--- src/hdl/camera_fragment_reassembler_defines.svh ---
// Assertion macros for the camera fragment reassembler.
// Included by the files that carry concurrent assertions; needs clk and rst in scope.
`ifndef CAMERA_FRAGMENT_REASSEMBLER_DEFINES_SVH
`define CAMERA_FRAGMENT_REASSEMBLER_DEFINES_SVH
`ifndef SYNTHESIS
`define CFR_ASSERT_SAME(label, pre, post) \
  label: assert property (@(posedge clk) disable iff (rst) (pre) |-> (post)) \
    else $error("camera fragment reassembler assertion failed");
`define CFR_ASSERT_NEXT(label, pre, post) \
  label: assert property (@(posedge clk) disable iff (rst) (pre) |=> (post)) \
    else $error("camera fragment reassembler assertion failed");
`else
`define CFR_ASSERT_SAME(label, pre, post)
`define CFR_ASSERT_NEXT(label, pre, post)
`endif
`endif

--- src/hdl/cfr_pkg.sv ---
`timescale 1ns / 1ps
// Shared types and constants for the camera fragment reassembler.
// No dependencies; used by the result queue, the top level and the testbench.
package cfr_pkg;

  localparam logic [2:0] KIND_PAYLOAD    = 3'd0;
  localparam logic [2:0] KIND_FRAME_DONE = 3'd1;
  localparam logic [2:0] KIND_BAD_CAMERA = 3'd2;
  localparam logic [2:0] KIND_OUT_ORDER  = 3'd3;
  localparam logic [2:0] KIND_BAD_SYNC   = 3'd4;

  localparam logic [7:0] SYNC_FIRST  = 8'h47;
  localparam logic [7:0] SYNC_SECOND = 8'h74;

  // Header byte positions, counted from the camera id byte.
  localparam int HDR_TYPE   = 1;
  localparam int HDR_WIDTH  = 2;
  localparam int HDR_HEIGHT = 6;
  localparam int HDR_TIME   = 10;
  localparam int HDR_LENGTH = 14;
  localparam int HDR_TOTAL  = 18;
  localparam int HDR_START  = 22;
  localparam int HDR_END    = 26;

  localparam int QUEUE_DEPTH = 4;
  localparam int QUEUE_PW    = 2;

  typedef struct packed {
    logic [2:0]  kind;
    logic [7:0]  camera;
    logic [31:0] frame_offset;
    logic [7:0]  pixel_byte;
    logic [7:0]  frame_type;
    logic [31:0] frame_width;
    logic [31:0] frame_height;
    logic [31:0] frame_time;
    logic [31:0] frame_length;
    logic        last;
  } result_t;

  typedef struct packed {
    logic [1:0] count;
    result_t    first;
    result_t    second;
  } push_t;

endpackage

--- src/hdl/cfr_if.sv ---
`timescale 1ns / 1ps
// Handshake channels of the camera fragment reassembler: the byte stream in
// and the result stream out. No dependencies.
interface cfr_byte_if;
  logic       valid;
  logic       ready;
  logic [7:0] data_byte;

  modport source(output valid, output data_byte, input ready);
  modport sink(input valid, input data_byte, output ready);
endinterface

interface cfr_result_if;
  logic        valid;
  logic        ready;
  logic [2:0]  kind;
  logic [7:0]  camera;
  logic [31:0] frame_offset;
  logic [7:0]  pixel_byte;
  logic [7:0]  frame_type;
  logic [31:0] frame_width;
  logic [31:0] frame_height;
  logic [31:0] frame_time;
  logic [31:0] frame_length;
  logic        last;

  modport source(output valid, output kind, output camera, output frame_offset,
                 output pixel_byte, output frame_type, output frame_width,
                 output frame_height, output frame_time, output frame_length,
                 output last, input ready);
  modport sink(input valid, input kind, input camera, input frame_offset,
               input pixel_byte, input frame_type, input frame_width,
               input frame_height, input frame_time, input frame_length,
               input last, output ready);
endinterface

--- src/hdl/cfr_result_fifo.sv ---
`timescale 1ns / 1ps
// Four-entry result queue that takes up to two results a cycle and hands them
// out one request at a time. Depends on cfr_pkg and cfr_result_if.
module cfr_result_fifo (
  input  logic           clk,
  input  logic           rst,
  input  cfr_pkg::push_t push,
  output logic           room,
  cfr_result_if.source   results
);
  import cfr_pkg::*;

  result_t                 entries [QUEUE_DEPTH];
  logic [QUEUE_PW-1:0]     wptr;
  logic [QUEUE_PW-1:0]     rptr;
  logic [QUEUE_PW:0]       count;
  logic [QUEUE_PW:0]       count_next;
  logic                    pop;
  result_t                 head;

  assign pop  = results.valid && results.ready;
  assign room = count <= (QUEUE_PW + 1)'(QUEUE_DEPTH - 2);
  assign count_next = count + (QUEUE_PW + 1)'(push.count) - (QUEUE_PW + 1)'(pop);

  always_ff @(posedge clk) begin
    if (push.count != 2'd0) begin
      entries[wptr] <= push.first;
    end
    if (push.count == 2'd2) begin
      entries[wptr + QUEUE_PW'(1)] <= push.second;
    end
  end

  always_ff @(posedge clk) begin
    if (rst) begin
      wptr  <= '0;
      rptr  <= '0;
      count <= '0;
    end else begin
      wptr  <= wptr + QUEUE_PW'(push.count);
      rptr  <= rptr + QUEUE_PW'(pop);
      count <= count_next;
    end
  end

  assign head = entries[rptr];

  assign results.valid        = count != '0;
  assign results.kind         = head.kind;
  assign results.camera       = head.camera;
  assign results.frame_offset = head.frame_offset;
  assign results.pixel_byte   = head.pixel_byte;
  assign results.frame_type   = head.frame_type;
  assign results.frame_width  = head.frame_width;
  assign results.frame_height = head.frame_height;
  assign results.frame_time   = head.frame_time;
  assign results.frame_length = head.frame_length;
  assign results.last         = head.last;

endmodule

--- src/hdl/camera_fragment_reassembler.sv ---
`timescale 1ns / 1ps
// Camera fragment reassembler: top level. Depends on cfr_pkg, cfr_if,
// cfr_result_fifo and camera_fragment_reassembler_defines.svh.
// The stream channel takes one raw camera link byte per request. Each fragment
// starts with the sync pair 0x47 0x74 and a header of HEADER_BYTES bytes.
// The results channel returns payload bytes with camera and frame offset,
// frame-done records, and reports of bad sync, bad camera and out-of-order
// fragments; last marks the final result caused by one input byte.
// A byte is taken in every cycle while the result queue has room for two
// results. Its results are registered in the result queue before the results
// channel shows them. A payload byte that completes a frame gives two results.
// The per-camera position and frame information live in small memories with
// a registered read port, fetched while the header streams.
// Reset clears the sync hunt and marks every camera entry as zero; no clearing
// pass is needed. When the receiver stalls, the four-entry queue fills and the
// stream channel drops ready until space for two results is free again.
`include "camera_fragment_reassembler_defines.svh"
module camera_fragment_reassembler #(
  parameter int CAMERA_UNITS = 8,
  parameter int HEADER_BYTES = 26
) (
  input  logic         clk,
  input  logic         rst,
  cfr_byte_if.sink     stream,
  cfr_result_if.source results
);
  import cfr_pkg::*;

  localparam int HBW = $clog2(HEADER_BYTES + 3);
  localparam int CIW = (CAMERA_UNITS > 1) ? $clog2(CAMERA_UNITS) : 1;

  localparam logic [HBW-1:0] HUNT      = HBW'(0);
  localparam logic [HBW-1:0] SYNC2     = HBW'(1);
  localparam logic [HBW-1:0] FIRST_HDR = HBW'(2);
  localparam logic [HBW-1:0] LAST_HDR  = HBW'(HEADER_BYTES + 1);
  localparam logic [HBW-1:0] PAYLOAD   = HBW'(HEADER_BYTES + 2);

  logic [HBW-1:0] hbs;
  logic [HBW-1:0] hbs_next;
  logic [7:0]     sync_held;
  logic [7:0]     sync_held_next;
  logic [7:0]     frag_camera;
  logic [7:0]     frag_camera_next;
  logic [7:0]     frag_type;
  logic [7:0]     frag_type_next;
  logic [31:0]    frag_width;
  logic [31:0]    frag_width_next;
  logic [31:0]    frag_height;
  logic [31:0]    frag_height_next;
  logic [31:0]    frag_time;
  logic [31:0]    frag_time_next;
  logic [31:0]    frag_length;
  logic [31:0]    frag_length_next;
  logic [31:0]    frag_total;
  logic [31:0]    frag_total_next;
  logic [31:0]    frag_start;
  logic [31:0]    frag_start_next;
  logic [31:0]    payload_left;
  logic [31:0]    payload_left_next;
  logic           frag_ok;
  logic           frag_ok_next;
  logic [31:0]    cur_pos;
  logic [31:0]    cur_pos_next;
  logic [7:0]     cur_type;
  logic [7:0]     cur_type_next;
  logic [31:0]    cur_width;
  logic [31:0]    cur_width_next;
  logic [31:0]    cur_height;
  logic [31:0]    cur_height_next;

  logic [31:0]       pos_mem    [CAMERA_UNITS];
  logic [7:0]        type_mem   [CAMERA_UNITS];
  logic [31:0]       width_mem  [CAMERA_UNITS];
  logic [31:0]       height_mem [CAMERA_UNITS];
  logic [CAMERA_UNITS-1:0] pos_valid;
  logic [CAMERA_UNITS-1:0] info_valid;
  logic [31:0]       rd_pos;
  logic [7:0]        rd_type;
  logic [31:0]       rd_width;
  logic [31:0]       rd_height;
  logic              rd_pos_valid;
  logic              rd_info_valid;

  logic [CIW-1:0] addr;
  logic           in_range;
  logic           fire;
  logic           room;
  logic           sync_ok;
  logic [7:0]     b;
  logic [HBW-1:0] k;
  logic [31:0]    pos_e;
  logic [7:0]     info_type;
  logic [31:0]    info_width;
  logic [31:0]    info_height;
  logic [31:0]    new_pos;
  logic           pos_we;
  logic [31:0]    pos_wdata;
  logic           info_we;
  push_t          push;
  result_t        res_a;
  result_t        res_b;

  assign b        = stream.data_byte;
  assign fire     = stream.valid && stream.ready;
  assign stream.ready = room;
  assign addr     = frag_camera[CIW-1:0];
  assign in_range = {1'b0, frag_camera} < 9'(CAMERA_UNITS);
  assign sync_ok  = (sync_held == SYNC_FIRST) && (b == SYNC_SECOND);
  assign k        = hbs - FIRST_HDR;
  assign new_pos  = cur_pos + 32'd1;
  assign pos_e    = rd_pos_valid ? rd_pos : 32'd0;

  always_comb begin
    hbs_next          = hbs;
    sync_held_next    = sync_held;
    frag_camera_next  = frag_camera;
    frag_type_next    = frag_type;
    frag_width_next   = frag_width;
    frag_height_next  = frag_height;
    frag_time_next    = frag_time;
    frag_length_next  = frag_length;
    frag_total_next   = frag_total;
    frag_start_next   = frag_start;
    payload_left_next = payload_left;
    frag_ok_next      = frag_ok;
    cur_pos_next      = cur_pos;
    cur_type_next     = cur_type;
    cur_width_next    = cur_width;
    cur_height_next   = cur_height;
    info_type         = rd_info_valid ? rd_type : 8'd0;
    info_width        = rd_info_valid ? rd_width : 32'd0;
    info_height       = rd_info_valid ? rd_height : 32'd0;
    pos_we            = 1'b0;
    pos_wdata         = 32'd0;
    info_we           = 1'b0;
    res_a             = '0;
    res_b             = '0;
    push.count        = 2'd0;

    if (fire) begin
      if (hbs == HUNT) begin
        sync_held_next = b;
        hbs_next       = SYNC2;
      end else if (hbs == SYNC2) begin
        if (sync_ok) begin
          hbs_next = FIRST_HDR;
        end else begin
          hbs_next   = HUNT;
          res_a.kind = KIND_BAD_SYNC;
          res_a.last = 1'b1;
          push.count = 2'd1;
        end
      end else if (hbs != PAYLOAD) begin
        hbs_next = hbs + HBW'(1);
        if (k == HBW'(0)) begin
          frag_camera_next = b;
        end else if (k == HBW'(HDR_TYPE)) begin
          frag_type_next = b;
        end else if (k < HBW'(HDR_HEIGHT)) begin
          frag_width_next = {frag_width[23:0], b};
        end else if (k < HBW'(HDR_TIME)) begin
          frag_height_next = {frag_height[23:0], b};
        end else if (k < HBW'(HDR_LENGTH)) begin
          frag_time_next = {frag_time[23:0], b};
        end else if (k < HBW'(HDR_TOTAL)) begin
          frag_length_next = {frag_length[23:0], b};
        end else if (k < HBW'(HDR_START)) begin
          frag_total_next = {frag_total[23:0], b};
        end else if (k < HBW'(HDR_END)) begin
          frag_start_next = {frag_start[23:0], b};
        end

        if (hbs == LAST_HDR) begin
          payload_left_next = frag_length;
          frag_ok_next      = 1'b0;
          hbs_next          = (frag_length == 32'd0) ? HUNT : PAYLOAD;
          if (!in_range) begin
            res_a.kind         = KIND_BAD_CAMERA;
            res_a.camera       = frag_camera;
            res_a.frame_offset = frag_start_next;
            res_a.last         = 1'b1;
            push.count         = 2'd1;
          end else if (frag_start_next != pos_e) begin
            pos_we             = 1'b1;
            pos_wdata          = 32'd0;
            res_a.kind         = KIND_OUT_ORDER;
            res_a.camera       = frag_camera;
            res_a.frame_offset = frag_start_next;
            res_a.last         = 1'b1;
            push.count         = 2'd1;
          end else begin
            frag_ok_next = 1'b1;
            cur_pos_next = pos_e;
            if (frag_start_next == 32'd0) begin
              info_we     = 1'b1;
              info_type   = frag_type;
              info_width  = frag_width;
              info_height = frag_height;
            end
            cur_type_next   = info_type;
            cur_width_next  = info_width;
            cur_height_next = info_height;
            if ((frag_length == 32'd0) && (pos_e == frag_total)) begin
              pos_we             = 1'b1;
              pos_wdata          = 32'd0;
              cur_pos_next       = 32'd0;
              res_a.kind         = KIND_FRAME_DONE;
              res_a.camera       = frag_camera;
              res_a.frame_type   = info_type;
              res_a.frame_width  = info_width;
              res_a.frame_height = info_height;
              res_a.frame_time   = frag_time;
              res_a.frame_length = frag_total;
              res_a.last         = 1'b1;
              push.count         = 2'd1;
            end
          end
        end
      end else begin
        payload_left_next = payload_left - 32'd1;
        if (frag_ok) begin
          res_a.kind         = KIND_PAYLOAD;
          res_a.camera       = frag_camera;
          res_a.frame_offset = cur_pos;
          res_a.pixel_byte   = b;
          res_a.last         = 1'b1;
          push.count         = 2'd1;
          cur_pos_next       = new_pos;
          pos_we             = 1'b1;
          pos_wdata          = new_pos;
        end
        if (payload_left == 32'd1) begin
          hbs_next = HUNT;
          if (frag_ok && (new_pos == frag_total)) begin
            cur_pos_next       = 32'd0;
            pos_wdata          = 32'd0;
            res_a.last         = 1'b0;
            res_b.kind         = KIND_FRAME_DONE;
            res_b.camera       = frag_camera;
            res_b.frame_type   = cur_type;
            res_b.frame_width  = cur_width;
            res_b.frame_height = cur_height;
            res_b.frame_time   = frag_time;
            res_b.frame_length = frag_total;
            res_b.last         = 1'b1;
            push.count         = 2'd2;
          end
        end
      end
    end

    push.first  = res_a;
    push.second = res_b;
  end

  always_ff @(posedge clk) begin
    if (rst) begin
      hbs     <= HUNT;
      frag_ok <= 1'b0;
    end else begin
      hbs     <= hbs_next;
      frag_ok <= frag_ok_next;
    end
  end

  always_ff @(posedge clk) begin
    sync_held    <= sync_held_next;
    frag_camera  <= frag_camera_next;
    frag_type    <= frag_type_next;
    frag_width   <= frag_width_next;
    frag_height  <= frag_height_next;
    frag_time    <= frag_time_next;
    frag_length  <= frag_length_next;
    frag_total   <= frag_total_next;
    frag_start   <= frag_start_next;
    payload_left <= payload_left_next;
    cur_pos      <= cur_pos_next;
    cur_type     <= cur_type_next;
    cur_width    <= cur_width_next;
    cur_height   <= cur_height_next;
  end

  always_ff @(posedge clk) begin
    if (pos_we) begin
      pos_mem[addr] <= pos_wdata;
    end
    if (info_we) begin
      type_mem[addr]   <= frag_type;
      width_mem[addr]  <= frag_width;
      height_mem[addr] <= frag_height;
    end
    rd_pos    <= pos_mem[addr];
    rd_type   <= type_mem[addr];
    rd_width  <= width_mem[addr];
    rd_height <= height_mem[addr];
  end

  always_ff @(posedge clk) begin
    if (rst) begin
      pos_valid     <= '0;
      info_valid    <= '0;
      rd_pos_valid  <= 1'b0;
      rd_info_valid <= 1'b0;
    end else begin
      if (pos_we) begin
        pos_valid[addr] <= 1'b1;
      end
      if (info_we) begin
        info_valid[addr] <= 1'b1;
      end
      rd_pos_valid  <= pos_valid[addr];
      rd_info_valid <= info_valid[addr];
    end
  end

  cfr_result_fifo u_queue (
    .clk     (clk),
    .rst     (rst),
    .push    (push),
    .room    (room),
    .results (results)
  );

  `CFR_ASSERT_SAME(a_payload_has_bytes, hbs == PAYLOAD, payload_left != 32'd0)
  `CFR_ASSERT_SAME(a_accepted_in_range, (hbs == PAYLOAD) && frag_ok, in_range)
  `CFR_ASSERT_SAME(a_pair_only_in_payload, push.count == 2'd2, fire && (hbs == PAYLOAD))
  `CFR_ASSERT_NEXT(a_bad_sync_rehunts, fire && (hbs == SYNC2) && !sync_ok, hbs == HUNT)

endmodule

--- src/flat_wrapper.sv ---
// flat-port wrapper written by rule: the top's interface ports become plain ports
module camera_fragment_reassembler_flat import cfr_pkg::*;
#(
  parameter int CAMERA_UNITS = 8,
  parameter int HEADER_BYTES = 26
)
  (clk, rst, stream_valid, stream_data_byte, stream_ready, results_valid, results_kind, results_camera, results_frame_offset, results_pixel_byte, results_frame_type, results_frame_width, results_frame_height, results_frame_time, results_frame_length, results_last, results_ready);
  cfr_byte_if stream_i ();
  cfr_result_if results_i ();
  input  logic clk;
  input  logic rst;
  input wire logic [$bits(stream_i.valid)-1:0] stream_valid;
  input wire logic [$bits(stream_i.data_byte)-1:0] stream_data_byte;
  output wire logic [$bits(stream_i.ready)-1:0] stream_ready;
  output wire logic [$bits(results_i.valid)-1:0] results_valid;
  output wire logic [$bits(results_i.kind)-1:0] results_kind;
  output wire logic [$bits(results_i.camera)-1:0] results_camera;
  output wire logic [$bits(results_i.frame_offset)-1:0] results_frame_offset;
  output wire logic [$bits(results_i.pixel_byte)-1:0] results_pixel_byte;
  output wire logic [$bits(results_i.frame_type)-1:0] results_frame_type;
  output wire logic [$bits(results_i.frame_width)-1:0] results_frame_width;
  output wire logic [$bits(results_i.frame_height)-1:0] results_frame_height;
  output wire logic [$bits(results_i.frame_time)-1:0] results_frame_time;
  output wire logic [$bits(results_i.frame_length)-1:0] results_frame_length;
  output wire logic [$bits(results_i.last)-1:0] results_last;
  input wire logic [$bits(results_i.ready)-1:0] results_ready;
  assign stream_i.valid = stream_valid;
  assign stream_i.data_byte = stream_data_byte;
  assign stream_ready = stream_i.ready;
  assign results_valid = results_i.valid;
  assign results_kind = results_i.kind;
  assign results_camera = results_i.camera;
  assign results_frame_offset = results_i.frame_offset;
  assign results_pixel_byte = results_i.pixel_byte;
  assign results_frame_type = results_i.frame_type;
  assign results_frame_width = results_i.frame_width;
  assign results_frame_height = results_i.frame_height;
  assign results_frame_time = results_i.frame_time;
  assign results_frame_length = results_i.frame_length;
  assign results_last = results_i.last;
  assign results_i.ready = results_ready;
  camera_fragment_reassembler #(.CAMERA_UNITS(CAMERA_UNITS), .HEADER_BYTES(HEADER_BYTES)) u_core (.clk(clk), .rst(rst), .stream(stream_i), .results(results_i));
endmodule
--- config.mk ---
export PLATFORM = sky130hd
export DESIGN_NAME = camera_fragment_reassembler_flat
export DESIGN_NICKNAME = d
export VERILOG_FILES = /design/src/hdl/cfr_pkg.sv /design/src/hdl/cfr_if.sv /design/src/hdl/cfr_result_fifo.sv /design/src/hdl/camera_fragment_reassembler.sv /design/src/flat_wrapper.sv
export VERILOG_INCLUDE_DIRS = /design/src /design/src/hdl
export SDC_FILE = /design/constraint.sdc
export NUM_CORES = 2
export LEC_CHECK = 0
export BUFFER_PORTS_ARGS = -buffer_cell sky130_fd_sc_hd__buf_2
export CAP_MARGIN = 25
export CORE_ASPECT_RATIO = 1.25
export CORE_MARGIN = 2
export CORE_UTILIZATION = 63
export DETAILED_ROUTE_END_ITERATION = 6
export PLACE_DENSITY = 0.8
export SLEW_MARGIN = 20
export SYNTH_ARGS = -nofsm -noshare
export SYNTH_HDL_FRONTEND = slang
export SYNTH_HIERARCHICAL = 1
export SYNTH_SLANG_ARGS = --single-unit
export TNS_END_PERCENT = 20
--- constraint.sdc ---
create_clock -name clk -period 24.4 [get_ports clk]
set_input_delay 3.66 -clock clk [delete_from_list [all_inputs] [get_ports clk]]
set_output_delay 3.66 -clock clk [all_outputs]
set_load 0.01 [all_outputs]
======== Word-level counts from Yosys, hierarchy flattened ========
Memories as Yosys holds them, arrays and structs flattened. A register that Yosys moved wholly into a read port is not among the register bits.
Index checks and enable logic that the tools add are counted.
operators by class
  reduce and logical (&&, ||, !) cells .... 27
  equal/unequal tests ..................... 14
  order comparisons ....................... 10
  bitwise gates (word level) .............. 11
  $mul .................................... 0
  add/subtract/negate cells ............... 9
  shift-type cells ........................ 0
  divide/modulo/power cells ............... 0
  multiplexer cells ....................... 126
operators with widths
  operator                                               number
  2-to-1 mux 32 bit                                      35
  2-to-1 mux 137 bit                                     8
  2-to-1 mux 136 bit                                     3
  2-to-1 mux 188 bit                                     2
  2-to-1 mux 184 bit                                     1
  2-to-1 mux 43 bit                                      3
  equality test 32 bit                                   2
  zero test 32 bit                                       2
  2-to-1 mux 48 bit                                      1
  2-to-1 mux 11 bit                                      4
  2-to-1 mux 1 bit                                       40
  adder 32 x 1 -> 32 bit (second input constant)         1
  equality test 32 x 1 -> 1 bit (second input constant)  1
  inequality test 32 bit                                 1
  subtractor 32 x 1 -> 32 bit (second input constant)    1
  2-to-1 mux 5 bit                                       6
  2-to-1 mux 9 bit                                       3
  2-to-1 mux 8 bit                                       3
  2-to-1 mux 2 bit                                       11
  equality test 8 x 7 -> 1 bit (second input constant)   2
  OR 8 bit                                               2
  < comparator 5 bit (second input constant)             3
  AND reduction 7 bit                                    2
  AND reduction 6 bit                                    2
  36 further kinds                                       58
storage, ports and cells
  bits in read-only memories .............. 0
  input port bits ......................... 12
  RAM bits ................................ 1,584
  flip-flop bits (word level) ............. 383
  word-level logic and storage cells ...... 225
  latch bits .............................. 0
  memories kept ........................... 5
  output and inout port bits .............. 190
memory list
  memory                  depth  width  rd ports  clocked after memory_dff  wr ports  line                               RTL
  u_core.u_queue.entries  4      188    1         1                         2         cfr_result_fifo.sv:13              result_t entries [QUEUE_DEPTH];
  u_core.height_mem       8      32     1         1                         1         camera_fragment_reassembler.sv:74  logic [31:0] height_mem [CAMERA_UNITS];
  u_core.pos_mem          8      32     1         1                         1         camera_fragment_reassembler.sv:71  logic [31:0] pos_mem [CAMERA_UNITS];
  u_core.width_mem        8      32     1         1                         1         camera_fragment_reassembler.sv:73  logic [31:0] width_mem [CAMERA_UNITS];
  u_core.type_mem         8      8      1         1                         1         camera_fragment_reassembler.sv:72  logic [7:0] type_mem [CAMERA_UNITS];

======== Logic depth before layout (Yosys ltp) ========
  word-level depth ........................ 25
  depth in mapped cells ................... 21
  gate-level depth less buffers ........... 15

======== Cells and area by module ========
The synthesis kept the hierarchy.
by module, submodules not included
  module                       cells each  area an instance (um^2)  sequential area each (um^2)  instances
  camera_fragment_reassembler  3,776       53,238.6                 38,116.6                     1
  cfr_result_fifo              1,864       37,583.5                 22,721.8                     1

======== Least setup slack after synthesis ========
Ideal clock, no wire load.
  path type ............................... input to register
  start point ............................. in stream_valid
  end point ............................... mem u_core/u_queue/entries[0][0] (netlist bit), enable pin
  setup slack ............................. 3.045 ns
  required time ........................... 23.390 ns
  cell stages on the path ................. 8
  library setup time ...................... 1.010 ns
  arrival ................................. 20.345 ns
  path buffers ............................ 1
  path through ............................ nand4_1 -> clkbuf_1 -> a21oi_1 -> a21boi_0 -> o31a_1 -> a21o_1 -> nor2_1 -> o31ai_1
RTL lines
  what         line                   RTL
  from (decl)  flat_wrapper.sv:12     input wire logic [$bits(stream_i.valid)-1:0] stream_valid;
  to (decl)    cfr_result_fifo.sv:13

==> results_tabular.tex <==
\begin{tabular}{lr}
\hline
Metric & Value \\
\hline
\multicolumn{2}{l}{\textbf{Critical path}} \\
Endpoint of the most critical setup path & u\_core/u\_queue/entries[2][102] \\
Launching instance or port of the critical path & stream\_data\_byte[2] \\
R2r startpoint & u\_core/cur\_pos[1] \\
Crit path arrival time & 9.42 ns \\
Critical R2R Capture & u\_core/u\_queue/entries[3][97] \\
Worst Path Class, Setup & in -> reg \\
Critical path required time & $\sim$25 ns \\
Worst-case reg-to-reg path depth & 14 \\
Critical path startpoint category & primary input \\
Critical path endpoint category & flip-flop \\
Critical Path Fanout Max & 132 \\
Reg2reg setup slack & 16.39 ns \\
\multicolumn{2}{l}{\textbf{STA}} \\
Min Clock Period, post-route & 8.97 ns \\
Setup repair after global routing missed its margin & false \\
Final count of pins violating max slew & 0 \\
Accumulated negative setup slack & 0 ns \\
Least-Margin Pin Slew & 1.22 ns \\
Worst Slack Setup Final & roughly 15 ns \\
Worst clock skew on the final layout & 0.0341 ns \\
Headroom to the max-slew limit & 0.190 \\
Number of setup violations in the final report & 0 \\
F\_max & 112 MHz \\
Number of hold-slack violations in the final timing report & 0 \\
Ratio of final minimum period to clock period & 0.367 \\
\multicolumn{2}{l}{\textbf{Power}} \\
Switching fraction of total power & 0.219 \\
Sequential share of power & 0.535 \\
Leakage power total & roughly 34 nW \\
Net switching power & 1.59 mW \\
Internal portion of total power & 5.68 mW \\
Part of the total power dissipated in combinational logic & 0.059 \\
Max rail drop VDD & 59.5 µV \\
Part of the power in the clock network & 0.406 \\
Power Dens Cells & 72.5 mW/mm² \\
\multicolumn{2}{l}{\textbf{Synthesis}} \\
Netlist Area Pre-Place & approximately 0.091 mm² \\
Warning count from the yosys run & 6 \\
Most instantiated flip-flop cell in the synthesis netlist & edfxtp\_1 \\
Cells after synthesis & 5640 \\
Share of the synthesized area in the top cell type & 0.640 \\
Most area-hungry cell type in the Yosys netlist & edfxtp\_1 \\
Seq cells post-synth & 2071 \\
Post-synthesis cell type count & 91 \\
Number of flops mapped to enable cells by yosys & 1936 \\
Largest cells by area after synthesis & edfxtp\_1 (64\%), mux2\_2 (5.5\%), mux4\_2 (4.7\%) \\
Avg Synthesized Cell Area & 16.1 µm² \\
Post-synthesis async set-or-reset flop share & 0 \\
Sequential-to-total area share from yosys stat & 0.670 \\
\multicolumn{2}{l}{\textbf{Cells and area}} \\
Net total in the final layout & 5921 \\
Leading cell type in the layout, fill and taps excluded & edfxtp\_1 \\
Area occupied by registers & 0.0608 mm² \\
Area overhead of the layout relative to synthesis & 10.4\% \\
Most used cells in the layout excluding fill and tap cells & edfxtp\_1 (1936), a22oi\_1 (444), mux2\_2 (442) \\
Multi-input gate area & approximately 0.029 mm² \\
Fillers & 8689 \\
Fraction of layout instances using a drive strength above 1 & 0.252 \\
\multicolumn{2}{l}{\textbf{Min path}} \\
Min-Delay Path Class & reg -> reg \\
Number of stages on the worst hold path & 0 \\
\multicolumn{2}{l}{\textbf{Die}} \\
Number of top-level pins & 202 \\
Die Y & $\sim$430 µm \\
Area inside the core boundary & about 0.14 mm² \\
Horiz. Die Dim & between 300 and 400 µm \\
Std cell rows & about 160 \\
Initial Util & 0.635 \\
Full die area & 0.147 mm² \\
\multicolumn{2}{l}{\textbf{Routing}} \\
Average routed wire per standard cell & 30.4 µm \\
Total wire length & 241000 µm \\
Count of unresolved DRC violations after routing & 0 \\
Ratio of routed vias to standard cells & 6.84 \\
DRT Pass-1 Iters & 6 \\
Number of DRC markers in iteration 0 & 7252 \\
Via count & 54326 \\
Post-route antenna net violation count & 0 \\
\multicolumn{2}{l}{\textbf{Clock network}} \\
Clock tree from TritonCTS & done \\
Clock root buffer master & clkbuf\_16 \\
Post-CTS setup buffers & 0 \\
Post-CTS resize count & 0 \\
CTS H-tree lvls & 4 \\
TritonCTS Buffers & 183 \\
Hold\_buf cts & 0 \\
Clock latency of the later-clocked register in the worst-skew pair & between 0.8 and 0.9 ns \\
Number of clock sinks & 2071 \\
Clock transition at the register clock pins on the worst setup and hold paths after CTS & approximately 0.06 ns \\
Maximum buffer depth of the clock tree & 3 \\
\multicolumn{2}{l}{\textbf{Placed design}} \\
Global placer's final weighted congestion & approximately 1 \\
Half-perimeter wire length after detailed placement & 142000 µm \\
Pre-CTS setup slack & 14.66 ns \\
PortBufs & around 200 \\
\multicolumn{2}{l}{\textbf{Global route}} \\
Number of global-route vias before repair & roughly 53000 \\
Pin count of the biggest net entering global routing & 138 \\
Remaining Overflow, GRT & 0 \\
Antenna violations before repair & 25 \\
Wire length of the first global-routing pass & 354000 µm \\
Global routing usage summed across all routing layers & 0.326 \\
\multicolumn{2}{l}{\textbf{Run}} \\
Max capacitance violation total & 0 \\
\multicolumn{2}{l}{\textbf{Outcome}} \\
Outcome & finished, final reports clean \\
\hline
\end{tabular}
worst min path at each step:
stage	start	to	slack, ns
after detailed placement	u_core/info_valid[2]	u_core/info_valid[2]	0.45
after CTS	u_core/frag_time[0]	u_core/frag_time[8]	0.46
final	u_core/frag_time[0]	u_core/frag_time[8]	0.46
after floorplan	u_core/frag_total[5]	u_core/frag_total[13]	0.42
after global placement	u_core/frag_time[0]	u_core/frag_time[8]	0.43
after global routing	u_core/info_valid[5]	u_core/info_valid[5]	0.48
critical path: stages:
cell and delay [ns]:
buf_2 0.24, nor4bb_1 0.32, a31o_2 0.15, a22oi_1 0.09, a2111oi_2 0.33, a22o_1 0.22
o2111ai_1 0.14, or4_1 0.69, o31a_1 0.46, a21o_1 0.35, and4bb_4 0.81, o21bai_4 0.25
buf_12 0.66, buf_4 0.87
cell type report:
| cell class | instances | share of cell area |
|---|---|---|
| antenna | 4 | 0.0000999 |
| clock buffer | 250 | 0.0506 |
| clock inverter | 95 | 0.0113 |
| inverter | 34 | 0.00129 |
| multi-input combinational | 3295 | 0.286 |
| sequential | 2071 | 0.607 |
| tap | 1884 | 0.0235 |
| timing repair buffer | 308 | 0.0201 |
per-stage QoR:
stage	utilization	power, mW	hold WS, ns	instances	area [µm²]
2_1_floorplan	-	4.24	0.424	5807	91400
3_3_place_gp	0.656	4.39	0.434	7582	93800
3_5_place_dp	0.657	4.39	0.446	7586	93900
4_1_cts	0.700	7.29	0.461	7931	100000
5_1_grt	0.701	7.45	0.480	7938	100000
6_report	0.701	7.27	0.465	7941	100000
state kept, by name, summed over array words and instances (netlist names), 32 cells and up:
name,flops
u_core/type_mem,64
u_core/frag_start,32
u_core/frag_height,32
u_core/rd_pos,32
u_core/frag_length,32
u_core/payload_left,32
u_core/cur_width,32
u_core/cur_pos,32
u_core/width_mem,256
u_core/frag_width,32
u_core/cur_height,32
u_core/u_queue/entries,752
u_core/rd_height,32
u_core/rd_width,32
u_core/pos_mem,256
u_core/frag_time,32
u_core/frag_total,32
u_core/height_mem,256
layer usage:
layer | vias to the layer above | wire [µm] | global-route usage
met2 | 3632 | 114000 | 0.504
met4 | 10 | 8310 | 0.125
li1 | 22642 | - | -
met5 | - | 53 | 0
met1 | 27497 | 90000 | 0.458
met3 | 545 | 28800 | 0.0715
cell families after synthesis:
kind of cell,after synthesis,share of synthesized area
DFF,2071,0.670
and+or+nand+nor,1141,0.0678
muxes,990,0.155
AOI/OAI and AO/OA,829,0.0647
buffers and inverters,441,0.0251
xor gates and xnor gates,151,0.0150
adders and majority gates,16,0.00229
other,1,0.0000413
power by group through the flow:
stage	clock network [mW]	logic, mW	registers (mW)
final	2.95	0.431	3.89
after CTS	2.97	0.431	3.89
after floorplan	0	0.296	3.94
after global placement	0	0.428	3.96
after global routing	3.11	0.457	3.89
after detailed placement	0	0.431	3.96
cells in the mapped netlist, types with 23 or more instances:
master / number
buf_2: 84
dfxtp_1: 135
nand3b_1: 27
nor4_1: 37
o22ai_1: 23
xor2_1: 64
mux2_4: 229
nand2_1: 284
buf_6: 51
mux2_1: 110
a22oi_1: 444
and2_1: 224
a21oi_1: 107
buf_1: 26
nand3_1: 115
xnor2_1: 84
nor2_1: 139
mux4_2: 188
a32o_1: 24
mux2_2: 442
buf_4: 31
nor3_1: 34
o21ai_0: 82
nand4_1: 132
clkbuf_1: 212
edfxtp_1: 1936
inv_1: 33
o2bb2ai_1: 28
Note: power is estimated with default switching activity, not from simulation.
